`config.mk`:
```
export PLATFORM = sky130hd
export DESIGN_NAME = complex_matrix_multiply_top_flat
export DESIGN_NICKNAME = d
export VERILOG_FILES = /design/src/design/cmm_pkg.sv /design/src/design/cmm_in_if.sv /design/src/design/cmm_out_if.sv /design/src/design/complex_matrix_multiply_top.sv /design/src/flat_wrapper.sv
export SDC_FILE = /design/constraint.sdc
export NUM_CORES = 2
export LEC_CHECK = 0
export ABC_AREA = 1
export BUFFER_PORTS_ARGS = -buffer_cell sky130_fd_sc_hd__buf_4
export CORE_ASPECT_RATIO = 0.6
export CORE_MARGIN = 1.5
export CORE_UTILIZATION = 57
export CTS_CLUSTER_DIAMETER = 100
export DETAILED_ROUTE_END_ITERATION = 10
export PLACE_DENSITY = 0.76
export SLEW_MARGIN = 30
export SYNTH_ARGS = -nofsm -noshare
export SYNTH_HDL_FRONTEND = slang
export SYNTH_SLANG_ARGS = --single-unit
```
`constraint.sdc`:
```
create_clock -name clk -period 6.2 [get_ports clk]
set_clock_uncertainty 0.1 [all_clocks]
set_input_delay 0.62 -clock clk [delete_from_list [all_inputs] [get_ports clk]]
set_output_delay 0.62 -clock clk [all_outputs]
set_load 0.005 [all_outputs]
```
`src/design/cmm_pkg.sv`:
```
// Package for the complex matrix multiplier.
// Holds the fixed field widths and the phase codes of the shared multiplier.
// Depends on nothing.
package cmm_pkg;

  // Width of one real or imaginary part of an input element.
  localparam int PART_W = 16;
  // Width of one signed partial product.
  localparam int PROD_W = 2 * PART_W;
  // Width of one accumulated real or imaginary sum.
  localparam int SUM_W = 37;

  // One stored complex element.
  typedef struct packed {
    logic signed [PART_W-1:0] re;
    logic signed [PART_W-1:0] im;
  } elem_t;

  // Which partial product the shared multiplier forms in a cycle.
  typedef enum logic [1:0] {
    PH_RR = 2'd0,  // a.re * b.re, added to the real sum
    PH_II = 2'd1,  // a.im * b.im, subtracted from the real sum
    PH_RI = 2'd2,  // a.re * b.im, added to the imaginary sum
    PH_IR = 2'd3   // a.im * b.re, added to the imaginary sum
  } phase_t;

endpackage

```
`src/design/cmm_in_if.sv`:
```
// Input channel of the complex matrix multiplier: one matrix element per transaction.
// Depends on cmm_pkg for the part width.
interface cmm_in_if;
  logic                               valid;
  logic                               ready;
  logic                               kind;
  logic signed [cmm_pkg::PART_W-1:0]  real_part;
  logic signed [cmm_pkg::PART_W-1:0]  imag_part;

  modport source (output valid, kind, real_part, imag_part, input ready);
  modport sink   (input valid, kind, real_part, imag_part, output ready);
endinterface

```
`src/design/cmm_out_if.sv`:
```
// Output channel of the complex matrix multiplier: one product entry per transaction.
// Depends on cmm_pkg for the sum width.
interface cmm_out_if;
  logic                              valid;
  logic                              ready;
  logic signed [cmm_pkg::SUM_W-1:0]  real_sum;
  logic signed [cmm_pkg::SUM_W-1:0]  imag_sum;
  logic                              last_entry;

  modport source (output valid, real_sum, imag_sum, last_entry, input ready);
  modport sink   (input valid, real_sum, imag_sum, last_entry, output ready);
endinterface

```
`src/design/complex_matrix_multiply_top.sv`:
```
// Complex matrix multiplier C = A * B with one shared 16x16 signed multiplier.
// Loading: one element per cycle; elements for a matrix that is already full are dropped.
// Computing: each product entry runs, per inner step, one store read and four multiplies,
// then one drain and one output step; an output stall holds the output step. No input
// is taken while computing.
// Reset (rst, synchronous) clears the fill counters, sequencer and output valid, not the stores.
// Depends on cmm_pkg, cmm_in_if and cmm_out_if.
module complex_matrix_multiply_top #(
  parameter int ROWS_A = 4,
  parameter int INNER  = 4,
  parameter int COLS_B = 4
) (
  input  logic         clk,
  input  logic         rst,
  cmm_in_if.sink       elements,
  cmm_out_if.source    products
);

  // Store sizes and the widths of the counters and addresses that walk them.
  localparam int A_DEPTH = ROWS_A * INNER;
  localparam int B_DEPTH = INNER * COLS_B;
  localparam int A_AW    = (A_DEPTH > 1) ? $clog2(A_DEPTH) : 1;
  localparam int B_AW    = (B_DEPTH > 1) ? $clog2(B_DEPTH) : 1;
  localparam int CA_W    = $clog2(A_DEPTH + 1);
  localparam int CB_W    = $clog2(B_DEPTH + 1);
  localparam int I_W     = (ROWS_A > 1) ? $clog2(ROWS_A) : 1;
  localparam int J_W     = (COLS_B > 1) ? $clog2(COLS_B) : 1;
  localparam int P_W     = (INNER > 1) ? $clog2(INNER) : 1;

  localparam int PW = cmm_pkg::PART_W;
  localparam int MW = cmm_pkg::PROD_W;
  localparam int SW = cmm_pkg::SUM_W;

  // The sequencer. LOAD takes elements; FETCH reads one A and one B element;
  // MAC runs the four partial products through the multiplier; DRAIN lets the
  // last product reach the accumulators; EMIT hands the entry to the output register.
  typedef enum logic [2:0] {
    S_LOAD,
    S_FETCH,
    S_MAC,
    S_DRAIN,
    S_EMIT
  } state_t;

  state_t state;

  // Element stores, one per matrix, filled in row-major order.
  cmm_pkg::elem_t a_mem [A_DEPTH];
  cmm_pkg::elem_t b_mem [B_DEPTH];
  cmm_pkg::elem_t a_rd;
  cmm_pkg::elem_t b_rd;

  logic [CA_W-1:0] a_cnt;
  logic [CB_W-1:0] b_cnt;
  logic [CA_W-1:0] a_cnt_next;
  logic [CB_W-1:0] b_cnt_next;

  // Walk over the stores while computing. a_base is the start of the current
  // row of A; b_col is the start of the current column of B.
  logic [A_AW-1:0] a_addr;
  logic [A_AW-1:0] a_base;
  logic [B_AW-1:0] b_addr;
  logic [B_AW-1:0] b_col;
  logic [I_W-1:0]  row;
  logic [J_W-1:0]  col;
  logic [P_W-1:0]  step;

  cmm_pkg::phase_t phase;
  cmm_pkg::phase_t prod_ph;
  logic            prod_vld;

  logic signed [PW-1:0] mul_a;
  logic signed [PW-1:0] mul_b;
  logic signed [MW-1:0] mul_res;
  logic signed [MW-1:0] prod;
  logic signed [SW-1:0] prod_ext;
  logic signed [SW-1:0] acc_re;
  logic signed [SW-1:0] acc_im;

  logic signed [SW-1:0] out_re;
  logic signed [SW-1:0] out_im;
  logic                 out_last;
  logic                 out_vld;

  logic accept;
  logic a_wr;
  logic b_wr;
  logic both_full;
  logic last_step;
  logic last_row;
  logic last_col;
  logic out_free;

  // Handshake and fill bookkeeping.
  assign elements.ready = (state == S_LOAD);
  assign accept         = elements.valid && elements.ready;

  // An element is written only while its store still has room.
  assign a_wr = accept && !elements.kind && (a_cnt < CA_W'(A_DEPTH));
  assign b_wr = accept &&  elements.kind && (b_cnt < CB_W'(B_DEPTH));

  assign a_cnt_next = a_wr ? CA_W'(a_cnt + 1'b1) : a_cnt;
  assign b_cnt_next = b_wr ? CB_W'(b_cnt + 1'b1) : b_cnt;
  assign both_full  = (a_cnt_next == CA_W'(A_DEPTH)) && (b_cnt_next == CB_W'(B_DEPTH));

  assign last_step = (step == P_W'(INNER - 1));
  assign last_row  = (row == I_W'(ROWS_A - 1));
  assign last_col  = (col == J_W'(COLS_B - 1));

  // The output register can take a new entry when empty or being drained this cycle.
  assign out_free = !out_vld || products.ready;

  // Operand selection for the shared multiplier.
  always_comb begin
    case (phase)
      cmm_pkg::PH_RR: begin
        mul_a = a_rd.re;
        mul_b = b_rd.re;
      end
      cmm_pkg::PH_II: begin
        mul_a = a_rd.im;
        mul_b = b_rd.im;
      end
      cmm_pkg::PH_RI: begin
        mul_a = a_rd.re;
        mul_b = b_rd.im;
      end
      cmm_pkg::PH_IR: begin
        mul_a = a_rd.im;
        mul_b = b_rd.re;
      end
      default: begin
        mul_a = a_rd.re;
        mul_b = b_rd.re;
      end
    endcase
  end

  assign mul_res  = mul_a * mul_b;
  assign prod_ext = {{(SW - MW){prod[MW-1]}}, prod};

  // Store writes during loading and registered reads during the walk.
  always_ff @(posedge clk) begin
    if (a_wr) begin
      a_mem[a_cnt[A_AW-1:0]] <= {elements.real_part, elements.imag_part};
    end
    if (b_wr) begin
      b_mem[b_cnt[B_AW-1:0]] <= {elements.real_part, elements.imag_part};
    end
    if (state == S_FETCH) begin
      a_rd <= a_mem[a_addr];
      b_rd <= b_mem[b_addr];
    end
  end

  // Sequencer, accumulators and output register.
  always_ff @(posedge clk) begin
    if (rst) begin
      state    <= S_LOAD;
      a_cnt    <= '0;
      b_cnt    <= '0;
      prod_vld <= 1'b0;
      out_vld  <= 1'b0;
    end else begin
      // The multiplier result is registered every cycle; it is only
      // accumulated in the cycle after a MAC cycle.
      prod     <= mul_res;
      prod_ph  <= phase;
      prod_vld <= (state == S_MAC);

      if (prod_vld) begin
        case (prod_ph)
          cmm_pkg::PH_RR: acc_re <= acc_re + prod_ext;
          cmm_pkg::PH_II: acc_re <= acc_re - prod_ext;
          cmm_pkg::PH_RI: acc_im <= acc_im + prod_ext;
          cmm_pkg::PH_IR: acc_im <= acc_im + prod_ext;
          default: acc_re <= acc_re;
        endcase
      end

      // A new entry fills the output register; otherwise it empties once taken.
      if (state == S_EMIT && out_free) begin
        out_vld <= 1'b1;
      end else if (products.ready) begin
        out_vld <= 1'b0;
      end

      case (state)
        S_LOAD: begin
          if (both_full) begin
            // The transaction that completes both matrices starts the product;
            // both counters return to zero for the next pair of matrices.
            a_cnt  <= '0;
            b_cnt  <= '0;
            a_addr <= '0;
            a_base <= '0;
            b_addr <= '0;
            b_col  <= '0;
            row    <= '0;
            col    <= '0;
            step   <= '0;
            acc_re <= '0;
            acc_im <= '0;
            state  <= S_FETCH;
          end else begin
            a_cnt <= a_cnt_next;
            b_cnt <= b_cnt_next;
          end
        end

        S_FETCH: begin
          phase <= cmm_pkg::PH_RR;
          state <= S_MAC;
        end

        S_MAC: begin
          phase <= cmm_pkg::phase_t'(phase + 2'd1);
          if (phase == cmm_pkg::PH_IR) begin
            if (last_step) begin
              state <= S_DRAIN;
            end else begin
              // Next inner step: along the row of A, down the column of B.
              step   <= P_W'(step + 1'b1);
              a_addr <= A_AW'(a_addr + 1'b1);
              b_addr <= B_AW'(b_addr + B_AW'(COLS_B));
              state  <= S_FETCH;
            end
          end
        end

        S_DRAIN: begin
          state <= S_EMIT;
        end

        S_EMIT: begin
          if (out_free) begin
            out_re   <= acc_re;
            out_im   <= acc_im;
            out_last <= last_row && last_col;
            acc_re   <= '0;
            acc_im   <= '0;
            step     <= '0;
            if (last_col) begin
              // Move to the next row of A and back to the first column of B.
              col    <= '0;
              row    <= I_W'(row + 1'b1);
              b_col  <= '0;
              b_addr <= '0;
              a_base <= A_AW'(a_base + A_AW'(INNER));
              a_addr <= A_AW'(a_base + A_AW'(INNER));
            end else begin
              col    <= J_W'(col + 1'b1);
              b_col  <= B_AW'(b_col + 1'b1);
              b_addr <= B_AW'(b_col + 1'b1);
              a_addr <= a_base;
            end
            if (last_row && last_col) begin
              state <= S_LOAD;
            end else begin
              state <= S_FETCH;
            end
          end
        end

        default: begin
          state <= S_LOAD;
        end
      endcase
    end
  end

  assign products.valid      = out_vld;
  assign products.real_sum   = out_re;
  assign products.imag_sum   = out_im;
  assign products.last_entry = out_last;

endmodule
```
`src/flat_wrapper.sv`:
```
// flat-port wrapper written by rule: the top's interface ports become plain ports
module complex_matrix_multiply_top_flat 
#(
  parameter int ROWS_A = 4,
  parameter int INNER  = 4,
  parameter int COLS_B = 4
)
  (clk, rst, elements_valid, elements_kind, elements_real_part, elements_imag_part, elements_ready, products_valid, products_real_sum, products_imag_sum, products_last_entry, products_ready);
  cmm_in_if elements_i ();
  cmm_out_if products_i ();
  input  logic clk;
  input  logic rst;
  input wire logic [$bits(elements_i.valid)-1:0] elements_valid;
  input wire logic [$bits(elements_i.kind)-1:0] elements_kind;
  input wire logic [$bits(elements_i.real_part)-1:0] elements_real_part;
  input wire logic [$bits(elements_i.imag_part)-1:0] elements_imag_part;
  output wire logic [$bits(elements_i.ready)-1:0] elements_ready;
  output wire logic [$bits(products_i.valid)-1:0] products_valid;
  output wire logic [$bits(products_i.real_sum)-1:0] products_real_sum;
  output wire logic [$bits(products_i.imag_sum)-1:0] products_imag_sum;
  output wire logic [$bits(products_i.last_entry)-1:0] products_last_entry;
  input wire logic [$bits(products_i.ready)-1:0] products_ready;
  assign elements_i.valid = elements_valid;
  assign elements_i.kind = elements_kind;
  assign elements_i.real_part = elements_real_part;
  assign elements_i.imag_part = elements_imag_part;
  assign elements_ready = elements_i.ready;
  assign products_valid = products_i.valid;
  assign products_real_sum = products_i.real_sum;
  assign products_imag_sum = products_i.imag_sum;
  assign products_last_entry = products_i.last_entry;
  assign products_i.ready = products_ready;
  complex_matrix_multiply_top #(.ROWS_A(ROWS_A), .INNER(INNER), .COLS_B(COLS_B)) u_core (.clk(clk), .rst(rst), .elements(elements_i), .products(products_i));
endmodule
```
==> PnR_summary.wiki <==
{| class="wikitable"
! Metric !! Value
|-
| Status || complete, but fails checks
|-
| Violations in the final reports || negative setup slack
|-
| Routed via count divided by cell count || 6.08
|-
| Syn_nets || 6567
|-
| Initial cell density of the core || 0.576
|-
| Share of synthesized registers carrying an async set or reset || 0
|-
| Die boundary height || 267 µm
|-
| Mapped Cells || 6096
|-
| Worst-case setup margin in the final layout || -0.370 ns
|-
| Required time of the worst setup path || 6.62 ns
|-
| Nature of the critical path startpoint || flop
|-
| Type of the setup path with the least slack || reg -> reg
|-
| H-Tree Level Count || 3
|-
| Clock sink count || 1308
|-
| Leakage power total || 29.3 nW
|-
| Buffer cell driving the clock tree root || sky130_fd_sc_hd__clkbuf_16
|-
| Top area cells in the synthesized netlist || sky130_fd_sc_hd__edfxtp_1 (59%), sky130_fd_sc_hd__fa_1 (8.0%), sky130_fd_sc_hd__nor2_1 (6.8%), sky130_fd_sc_hd__nand2_1 (4.7%), sky130_fd_sc_hd__o21ai_0 (4.2%)
|-
| Power Total || 17.8 mW
|-
| ANT nets after route || 0
|-
| Width of the die || 443 µm
|-
| Worst min-delay path startpoint || rst
|-
| Overflow left after global routing || 0
|-
| # nets final || 6919
|-
| Number of cells on the worst reg-to-reg path || 29
|-
| Number of enable-type register cells in the synthesized netlist || 1293
|-
| Final routed wire length divided by cell count || 24.6 µm
|-
| Type of the most critical hold path || in -> reg
|-
| Vias || 49100
|-
| Port Buffer Count || 113
|-
| Initial antenna violation count || 8
|-
| Share of post-route cells with drive strength above 1 || 0.146
|-
| RePlAce Congestion || 1.02
|-
| Capturing point of the worst reg2reg path || u_core.prod[27]
|-
| Global-route wire length before repair || 293 mm
|-
| Vias in the first global route || 45500
|-
| Critical path capture point type || flop
|-
| Cell with the most instances after synthesis || sky130_fd_sc_hd__edfxtp_1
|-
| Standard cell with the maximum stage delay on the critical path || sky130_fd_sc_hd__fa_1
|-
| Flop and latch count out of synthesis || 1308
|-
| GR Util All Layers || 0.335
|-
| Total of fill cells in the finished design || 8382
|-
| Slew Limit Headroom || 0.356
|-
| DR DRC count || 0
|-
| Proportion of total power due to net switching || 0.225
|-
| Final non-filler cell area || 0.0762 mm²
|-
| Number of distinct library cells after synthesis || 43
|-
| Most area-hungry cell type in the Yosys netlist || sky130_fd_sc_hd__edfxtp_1
|-
| Largest buffer count on any clock path || 3
|-
| Least-Margin Pin Slew || 0.966 ns
|-
| HPWL reported at the end of detailed placement || 133 mm
|-
| Average footprint of a synthesized cell || 10.8 µm²
|-
| Max-slew violation count || 0
|-
| Clock buffers created by TritonCTS || 113
|-
| Final-report hold violation count || 0
|-
| Power share of the sequential group || 0.553
|-
| Pin count of the biggest net entering global routing || 191
|-
| Area of the multi-input gates || 0.0250 mm²
|-
| Yosys top cell area share || 0.587
|-
| Max frequency || 152 MHz
|-
| Summed instance area of the synthesized netlist || 0.0661 mm²
|-
| Hold path cells || 2
|-
| Cell area reported after detailed placement || 0.0709 mm²
|-
| Die area || 0.118 mm²
|-
| Pre-CTS setup slack || -0.612 ns
|-
| P per Cell Area || 234 mW/mm²
|-
| Clock transition time at the flip-flop clock pins of the worst setup and hold paths || 0.07 ns
|-
| I/O pins || 114
|-
| Number of buffers inserted by hold repair at cts || 0
|-
| Arrival time reported for the critical path endpoint || 6.99 ns
|-
| Sequential share of the synthesized area || 0.592
|-
| Commonest register cell after synthesis || sky130_fd_sc_hd__edfxtp_1
|-
| Register area || 0.0391 mm²
|-
| Syn-to-layout area delta || 15.2%
|-
| Max Cap Violations || 0
|-
| Clock latency on the worst-skew pair || 0.75 ns
|-
| Worst-case hold slack || 0.125 ns
|-
| Final period utilization || 1.06
|-
| Layout Utilization || 0.664
|-
| Total length of routed wires || 199 mm
|-
| Endpoint of the worst hold path || u_core.state[1]
|-
| Detailed-router iteration count before antenna repair || 6
|-
| Crit Path Max Fanout || 5
|-
| Reg2reg start || u_core.phase[0]
|-
| VDD IR-drop max || 0.248 mV
|-
| Top post-synthesis cells by count || sky130_fd_sc_hd__edfxtp_1 (1293), sky130_fd_sc_hd__nor2_1 (1200), sky130_fd_sc_hd__nand2_1 (831)
|-
| Placeable Area || 0.115 mm²
|-
| NetSw || 4.01 mW
|-
| Max stage delay on crit path || 0.55 ns
|-
| Ys Warns || 0
|-
| Setup repair after global routing missed its margin || true
|-
| Combinational group share of total power || 0.046
|-
| Drt initial violations || 7984
|-
| CTS tree || yes
|-
| Internal Pwr Total || 13.8 mW
|-
| Most frequent cell on the critical path || sky130_fd_sc_hd__fa_1
|-
| Final period demand of the worst path || 6.57 ns
|-
| Flop2flop setup slack || -0.37 ns
|-
| Final setup violation count || 17
|-
| Core Rows || 96
|-
| Clock network fraction of design power || 0.401
|}
## cells in the final DEF, fill, tap and decap left out, types with 14 or more instances in the layout
master	instances
sky130_fd_sc_hd__edfxtp_1	1293
sky130_fd_sc_hd__nor2_1	1126
sky130_fd_sc_hd__nand2_1	807
sky130_fd_sc_hd__inv_1	574
sky130_fd_sc_hd__o21ai_0	530
sky130_fd_sc_hd__buf_4	437
sky130_fd_sc_hd__fa_1	250
sky130_fd_sc_hd__o22ai_1	156
sky130_fd_sc_hd__a21oi_1	150
sky130_fd_sc_hd__ha_1	148
sky130_fd_sc_hd__o32ai_1	129
sky130_fd_sc_hd__clkbuf_16	113
sky130_fd_sc_hd__nand3_1	106
sky130_fd_sc_hd__nand4_1	66
sky130_fd_sc_hd__nor2_4	50
sky130_fd_sc_hd__xor2_1	47
sky130_fd_sc_hd__or2_2	44
sky130_fd_sc_hd__xnor2_1	32
sky130_fd_sc_hd__clkinv_1	30
sky130_fd_sc_hd__nor2_2	27
sky130_fd_sc_hd__buf_6	26
sky130_fd_sc_hd__inv_2	23
sky130_fd_sc_hd__clkinv_2	22
sky130_fd_sc_hd__buf_12	22
sky130_fd_sc_hd__o21bai_1	21
sky130_fd_sc_hd__clkbuf_1	21
sky130_fd_sc_hd__ha_4	20
sky130_fd_sc_hd__nand2_2	18
sky130_fd_sc_hd__nor3_1	17
sky130_fd_sc_hd__a21o_1	17
sky130_fd_sc_hd__o21ai_4	16
sky130_fd_sc_hd__a21oi_2	15
sky130_fd_sc_hd__dfxtp_1	15
sky130_fd_sc_hd__clkinvlp_4	14
sky130_fd_sc_hd__fa_2	14
## worst max-delay path, delay by kind of cell, from the launching register on
family | cells | cell delay [ns]
AO/OA/AOI/OAI | 2 | 0.26
adder cells (fa/ha/maj) | 8 | 3.48
buffers and inverters | 9 | 0.80
flip-flops | 1 | 0.45
AND/OR/NAND/NOR | 10 | 1.24
## power by group through the flow
| stage | registers, mW | logic [mW] | clock network (mW) |
|---|---|---|---|
| detailed placement | 10.0 | 0.778 | 0 |
| CTS | 9.85 | 0.782 | 7.17 |
| global route | 9.85 | 0.887 | 7.50 |
| floorplan | 10.0 | 0.444 | 0 |
| finish | 9.85 | 0.822 | 7.14 |
| global placement | 10.0 | 0.766 | 0 |
## worst max-delay path by stage
stage                          startpoint               to  slack [ns]
after floorplan           u_core.phase[0]  u_core.prod[26]       0.003
after detailed placement  u_core.phase[0]  u_core.prod[27]       -0.61
after global placement    u_core.phase[0]  u_core.prod[26]       -0.58
final                     u_core.phase[0]  u_core.prod[27]       -0.37
after global routing      u_core.phase[0]  u_core.prod[27]       -0.62
after CTS                 u_core.phase[0]  u_core.prod[27]       -0.30
## per-stage QoR
step,std cells,setup TNS (ns)
finish,8069,-4.59
floorplan,6096,0
detailed placement,7794,-9.30
CTS,8055,-2.98
global placement,7794,-8.21
global route,8066,-8.97
## cell families (layout without fill, tap and decap cells)
group,after synthesis,after routing,synth area share
AOI/OAI and AO/OA,1094,1094,0.0956
xor gates and xnor gates,82,82,0.0109
adders and majority gates,434,434,0.112
buffers and inverters,874,1325,0.0502
DFF,1308,1308,0.592
muxes,5,5,0.000757
other,0,3,0
and+or+nand+nor,2299,2299,0.139
## flip-flops by register name, summed over array words and instances, names as in the netlist, 2 cells and up
signal,flops
u_core.step,2
u_core.b_addr,4
u_core.col,2
u_core.b_cnt,5
u_core.products.imag_sum,37
u_core.a_rd,32
u_core.b_rd,32
u_core.products.real_sum,37
u_core.a_addr,4
u_core.phase,2
u_core.acc_re,37
u_core.b_col,4
u_core.a_cnt,5
u_core.a_mem,512
u_core.a_base,2
u_core.prod_ph,2
u_core.b_mem,512
u_core.prod,32
u_core.row,2
u_core.acc_im,37
u_core.state,3
## per-layer routing
metal | part of all wire | wire, µm | GRT usage
met1 | 0.44 | 86800 | 0.539
met2 | 0.38 | 75300 | 0.418
met3 | 0.16 | 32700 | 0.129
met5 | 0.00032 | 63 | 0
met4 | 0.019 | 3720 | 0.0705
## what timing repair did
| item | 4_1_cts | 5_1_grt |
|---|---|---|
| gates resized for setup | 198 | 73 |
| buffers inserted | 48 | 11 |
| setup endpoints to repair | 23 | 23 |
| pin swaps | 64 | 47 |
| cloned | 1 | 0 |
## cell type report
cell class                      instances  share of cell area
Sequential cell                      1308               0.514
Multi-Input combinational cell       3914               0.328
Timing Repair Buffer                  488              0.0533
Clock buffer                          134              0.0382
Inverter                              623              0.0319
Tap cell                             1519              0.0249
Clock inverter                         80              0.0103
Antenna cell                            3           0.0000985
(Power assumes the default switching activity.)
